--- src/design/ptrmx_pkg.sv ---
// Shared constants and types for the persistent trie range max-xor block.
package ptrmx_pkg;

   localparam int TOP_BIT_DEF      = 30;
   localparam int MAX_VERSIONS_DEF = 1023;
   localparam int NODE_DEPTH_DEF   = 32768;

   localparam int STATUS_W = 2;
   localparam logic [STATUS_W-1:0] STATUS_OK    = 2'd0;
   localparam logic [STATUS_W-1:0] STATUS_FULL  = 2'd1;
   localparam logic [STATUS_W-1:0] STATUS_RANGE = 2'd2;

   localparam logic ACT_INSERT = 1'b0;
   localparam logic ACT_QUERY  = 1'b1;

   // control from the sequencer to the level step unit
   typedef struct packed {
      logic query;
      logic leaf;
      logic key_bit;
   } step_ctl_type;

endpackage

--- src/design/ptrmx_step.sv ---
// Level step unit: child select, count compare and path-copy record build.
module ptrmx_step import ptrmx_pkg::*; #(
   parameter int MAX_VERSIONS = MAX_VERSIONS_DEF,
   parameter int NODE_DEPTH   = NODE_DEPTH_DEF
) (
   input  step_ctl_type ctl,
   input  logic [2*$clog2(NODE_DEPTH)+2*$clog2(MAX_VERSIONS+1)-1:0] rec_a,
   input  logic [2*$clog2(NODE_DEPTH)+2*$clog2(MAX_VERSIONS+1)-1:0] rec_b,
   input  logic [$clog2(NODE_DEPTH)-1:0] new_id,
   output logic [$clog2(NODE_DEPTH)-1:0] next_a,
   output logic [$clog2(NODE_DEPTH)-1:0] next_b,
   output logic [2*$clog2(NODE_DEPTH)+2*$clog2(MAX_VERSIONS+1)-1:0] wr_data,
   output logic take_opp
);

   localparam int NODE_W = $clog2(NODE_DEPTH);
   localparam int VER_W  = $clog2(MAX_VERSIONS + 1);

   // record: {cnt1, cnt0, child1, child0}; counts belong to the children
   logic [NODE_W-1:0] a_kid [2];
   logic [NODE_W-1:0] b_kid [2];
   logic [VER_W-1:0]  a_cnt [2];
   logic [VER_W-1:0]  b_cnt [2];
   logic [NODE_W-1:0] w_kid [2];
   logic [VER_W-1:0]  w_cnt [2];
   logic              bit_k;
   logic              bit_o;

   assign a_kid[0] = rec_a[NODE_W-1:0];
   assign a_kid[1] = rec_a[2*NODE_W-1:NODE_W];
   assign a_cnt[0] = rec_a[2*NODE_W+VER_W-1:2*NODE_W];
   assign a_cnt[1] = rec_a[2*NODE_W+2*VER_W-1:2*NODE_W+VER_W];
   assign b_kid[0] = rec_b[NODE_W-1:0];
   assign b_kid[1] = rec_b[2*NODE_W-1:NODE_W];
   assign b_cnt[0] = rec_b[2*NODE_W+VER_W-1:2*NODE_W];
   assign b_cnt[1] = rec_b[2*NODE_W+2*VER_W-1:2*NODE_W+VER_W];

   assign bit_k = ctl.key_bit;
   assign bit_o = ~ctl.key_bit;

   always_comb begin
      take_opp = ctl.query && (b_cnt[bit_o] > a_cnt[bit_o]);
      next_a   = take_opp ? a_kid[bit_o] : a_kid[bit_k];
      next_b   = take_opp ? b_kid[bit_o] : b_kid[bit_k];

      w_kid[0] = a_kid[0];
      w_kid[1] = a_kid[1];
      w_cnt[0] = a_cnt[0];
      w_cnt[1] = a_cnt[1];
      // new nodes are numbered in path order, so the copied child is new_id + 1
      w_kid[bit_k] = new_id + NODE_W'(1);
      w_cnt[bit_k] = a_cnt[bit_k] + VER_W'(1);

      if (ctl.leaf) begin
         wr_data = rec_a;
      end else begin
         wr_data = {w_cnt[1], w_cnt[0], w_kid[1], w_kid[0]};
      end
   end

endmodule

--- config.mk ---
export PLATFORM = sky130hd
export DESIGN_NAME = ptrmx_step
export DESIGN_NICKNAME = d
export VERILOG_FILES = /design/src/design/ptrmx_pkg.sv /design/src/design/ptrmx_step.sv
export SDC_FILE = /design/constraint.sdc
export NUM_CORES = 1
export LEC_CHECK = 0
export BUFFER_PORTS_ARGS = -buffer_cell sky130_fd_sc_hd__buf_4
export CAP_MARGIN = 15
export CORE_MARGIN = 4
export CORE_UTILIZATION = 34
export DETAILED_ROUTE_END_ITERATION = 6
export PLACE_DENSITY_LB_ADDON = 0.12
export SLEW_MARGIN = 15
export SYNTH_ARGS = -nofsm -noshare
export SYNTH_HDL_FRONTEND = slang
export SYNTH_SLANG_ARGS = --single-unit
--- constraint.sdc ---
create_clock -name vclk -period 4.7
set_clock_uncertainty 0.2 [all_clocks]
set_input_delay 0.94 -clock vclk [all_inputs]
set_output_delay 0.94 -clock vclk [all_outputs]
set_load 0.1 [all_outputs]
; After elaboration in Yosys (flattened, before gate mapping)
; Cells that the tools add are included.
[op_classes]
n_bitwise = 3
reduce_logical = 2
n_lt_le_gt_ge = 4
addsub = 2
n_mux = 30
[op_table]
columns = cell, count
row1 = $mux 15, 15
row2 = $mux 10, 10
row3 = $mux 50, 1
row4 = $bwmux 30, 1
row5 = $bwmux 20, 1
row6 = $add 15x1->15 const B, 1
row7 = $demux 15 s1, 1
row8 = $add 10x1->10 const B, 1
row9 = $demux 10 s1, 1
row10 = $gt 10x10->1, 1
row11 = $ge 2x2->1 const B, 2
row12 = $not 1->2, 2
row13 = $logic_and 1x1->1, 2
row14 = $lt 2x1->1 const B, 1
row15 = $not 1->1, 1
[word_totals]
output_inout_bits = 81
reg_bits = 0
elab_cells = 41
in_bits = 118

; Logic depth before layout (Yosys ltp)
[logic_depth]
ltp_word = 8
ltp_mapped = 11
mapped_depth_nobuf = 7

; Worst setup path after synthesis
; OpenSTA, ideal clock, no wires.
[synth_path]
path_kind = input to output
from = input ctl[0] (netlist name)
to = output take_opp
t_arrival_ns = 4.048
path_slack_ns = -0.488
cell_stages = 9
path_buffers = 3
required_time_ns = 3.560
cell_sequence = buf_2 buf_2 buf_1 mux2_2 ha_1 nand4_1 a211oi_2 a2111oi_4 nor2_1
[synth_via]
elab_chain_len = 7
word_cells_on_any_way = 10
classes_between = order compare (1) / mux (6) / bitwise (2) / reduce/logical (1)
[synth_lines]
columns = item, line_no
row1 = "start, declared", ptrmx_step.sv:6  ; input step_ctl_type ctl,
row2 = $not 1->1 (*), ptrmx_step.sv:39  ; assign bit_o = ~ctl.key_bit;
row3 = $not 1->2 (not written as such) (*), ptrmx_step.sv:42  ; take_opp = ctl.query && (b_cnt[bit_o] > a_cnt[bit_o]);
row4 = $mux 10 (not written as such) (3 in series), ptrmx_step.sv:42
row5 = $gt 10x10->1 (*), ptrmx_step.sv:42
row6 = $logic_and 1x1->1 (*), ptrmx_step.sv:42
row7 = "end, declared", ptrmx_step.sv:13  ; output logic take_opp
; Mark *: on every way between the ends. The rest lies on a longest branch, timed or not. The select of a mux whose other input is x is not followed.

; Final worst setup path
[layout_path]
from = input ctl[0] (netlist name)
to = output next_a[5]
[layout_via]
elab_chain_len = 8
word_cells_on_any_way = 18
classes_between = order compare (1) / mux (13) / bitwise (3) / reduce/logical (1)
[layout_lines]
columns = item, line_no
row1 = $not 1->1, ptrmx_step.sv:39
row2 = $not 1->2 (not written as such), "ptrmx_step.sv:42, ptrmx_step.sv:43"
row3 = $mux 10 (not written as such) (3 in series), ptrmx_step.sv:42
row4 = $gt 10x10->1, ptrmx_step.sv:42
row5 = $logic_and 1x1->1, ptrmx_step.sv:42
row6 = $mux 15 (*), ptrmx_step.sv:43  ; next_a = take_opp ? a_kid[bit_o] : a_kid[bit_k];
row7 = "end, declared", ptrmx_step.sv:10  ; output logic [$clog2(NODE_DEPTH)-1:0] next_a,
; Marked as above.

==> results.py <==
metrics = {
    "synth": {
        "synth_cells": 246,
        "postSynthNetCount": 376,
        "synth.avg_cell_area_um2": 7.81,
        "yosysWarnings": 0,
        "ys_top_cells_by_count": "nand2_1 (32), mux2_4 (30), nor2_1 (22)",
        "netlist_area_mm2": 0.00192,
        "synth_area_leaders": "mux2_4 (23%), ha_1 (7.8%), xnor2_1 (7.7%)",
        "synth_top_area_share_pct": 23.4,
        "yosysUniqueCellTypes": 33,
        "synth_top_cell_by_area": "mux2_4",
        "yosys.cell_count.top_type": "nand2_1",
        "ys_seq_area_share_pct": 0,
    },
    "setup_path": {
        "path_depth": 11,
        "cp_cell_sequence": "buf_12 > mux2_2 > ha_1 > a21oi_1 > o21ai_2 > a2111oi_4 > o211ai_4 > buf_12 > clkbuf_16 > mux2_4 > buf_8",
        "critical_path.endpoint": "next_a[5]",
        "crit_required_ns": 3.56,
        "crit_path_end_kind": "output port",
        "slowest_delay_ns": 0.47,
        "critPathLaunch": "ctl[0]",
        "critPathSlowestCell": "a2111oi_4",
        "worst-setup-path-type": "in2out",
        "crit_arrival_ns": 3.44,
        "worst-path-buf-inv": 4,
        "critical_path_peak_fanout": 14,
        "crit_path_frequent_cell": "buf_12",
        "start_kind": "input port",
        "critPathTopFamily": "compound AO/OA/AOI/OAI gates",
    },
    "cells_and_area": {
        "num-clock-buffers": 0,
        "area_delta_synth_final_pct": 101,
        "seqCellArea_um2": 0,
        "final_nets": 577,
        "finalNonFillerCells": 517,
        "postLayoutCoreUtil_pct": 70.1,
        "seq_cells": 0,
        "drive_above_1_share_pct": 60.4,
        "antenna_cells": 0,
    },
    "job": {
        "drv_cap": 0,
    },
    "placement": {
        "portBuffers": 199,
        "place_congestion": 0.866,
        "placedCellCount": 513,
        "dp_slack_ns": -0.0254,
        "dp_hpwl_um": 6870,
    },
    "sta": {
        "period_needed_ns": 4.58,
        "setup_viol": 0,
        "fin_crit_sh_pct": 97.5,
        "fmaxAchievable_mhz": 218,
        "relSlewSlack_pct": 62.7,
        "worst_slack_ns": 0.118,
        "hold_viol": 0,
        "slew_violations": 0,
        "tightest_slew_ns": 0.555,
        "tns_ns": 0,
    },
    "pwr": {
        "p_leak_nw": 1.97,
        "power_density_mw_per_mm2": 262,
        "max-vdd-ir-drop_mv": 0.161,
        "power_mw": 1.01,
    },
    "global_route": {
        "grt_pass1_vias": 2556,
        "grt_max_degree": 31,
        "grt_pass1_wl_um": 12400,
        "antenna_found_initial": 0,
        "grt-ovfl-total": 0,
        "grt_usage_pct": 20.9,
    },
    "floorplanning": {
        "coreArea_mm2": 0.00551,
        "die_h_um": 83.2,
        "dieArea_mm2": 0.00692,
        "num_rows": 27,
        "num_io_pins": 199,
        "die_w_um": 83.2,
        "initial_core_util_pct": 34.9,
    },
    "drt": {
        "avgViaCountPerCell": 5.02,
        "first_pass_iters": 4,
        "wl_per_cell_um": 16.5,
        "drc_errors": 0,
        "ant_nets": 0,
        "vias": 2595,
        "routed_wl_um": 8540,
        "drt_iter0_markers": 69,
    },
    "cts": {
        "hold_buffers": 0,
    },
    "run_status": {
        "outcome": "complete, no violations",
    },
    "worst_hold_path": {
        "min_path_type": "in2out",
    },
}
[cell families (layout without fill, tap and decap cells)]
group	after synthesis	after routing	synth area share (%)
simple gates	91	91	22.3
mux	55	55	37.4
compound gates	42	42	14.1
xor+xnor	31	31	14.1
buf+inv	15	214	4.30
fa+ha+maj	12	12	7.81
[power breakdown]
group	internal, mW	switching (mW)	total (mW)	leakage (nW)
Combinational	0.322	0.687	1.01	1.97
Clock	0	0	0	0
Sequential	0	0	0	0
[worst min path at each step]
stage	to	slack [ns]	cells past startpoint	startpoint
2_1_floorplan	take_opp	1.98	2	ctl[2]
3_3_place_gp	wr_data[39]	2.07	3	rec_a[39]
3_5_place_dp	wr_data[49]	2.06	3	rec_a[49]
4_1_cts	wr_data[49]	2.07	3	rec_a[49]
5_1_grt	wr_data[35]	2.08	3	rec_a[35]
6_report	wr_data[35]	2.07	3	rec_a[35]
[cell usage in the layout (no fill, tap or decap), drive strengths merged, types with 7 or more instances in the layout]
cell and count:
nand3 12, and3 7, mux2 44, ha 12, o21ai 19, a21oi 15
mux2i 11, xnor2 17, nor2 22, buf 210, xor2 14, nand2 32
[per-layer routing]
layer,wire length (um),global-route usage (%),part of all wire (%)
met4,49,0.594,0.57
met3,527,4.17,6.2
met5,0,0,0
met1,3290,23.6,39
met2,4670,41.8,55
[metrics by stage]
stage | area [um2] | hold slack (ns)
CTS | 3580 | 2.07
floorplan | 1980 | 1.98
detailed placement | 3570 | 2.06
global placement | 3570 | 2.07
global route | 3860 | 2.08
finish | 3860 | 2.07
[what timing repair did]
item	in CTS	in global routing
gates cloned	0	3
setup buffers	0	1
gates resized for setup	1	47
pin swaps	0	4
setup endpoints to repair	30	30
[layout make-up]
class | count | area (um2)
inverter | 2 | 7.51
multi-input combinational | 231 | 1940
tap | 72 | 90.1
fill | 455 | 1650
timing repair buffer | 212 | 1820
[worst min-delay path: cells and delay by family]
kind,cells,cell delay [ns]
buffers and inverters,2,0.31
XOR/XNOR,1,0.06
Power figures use the tool's default switching activity.
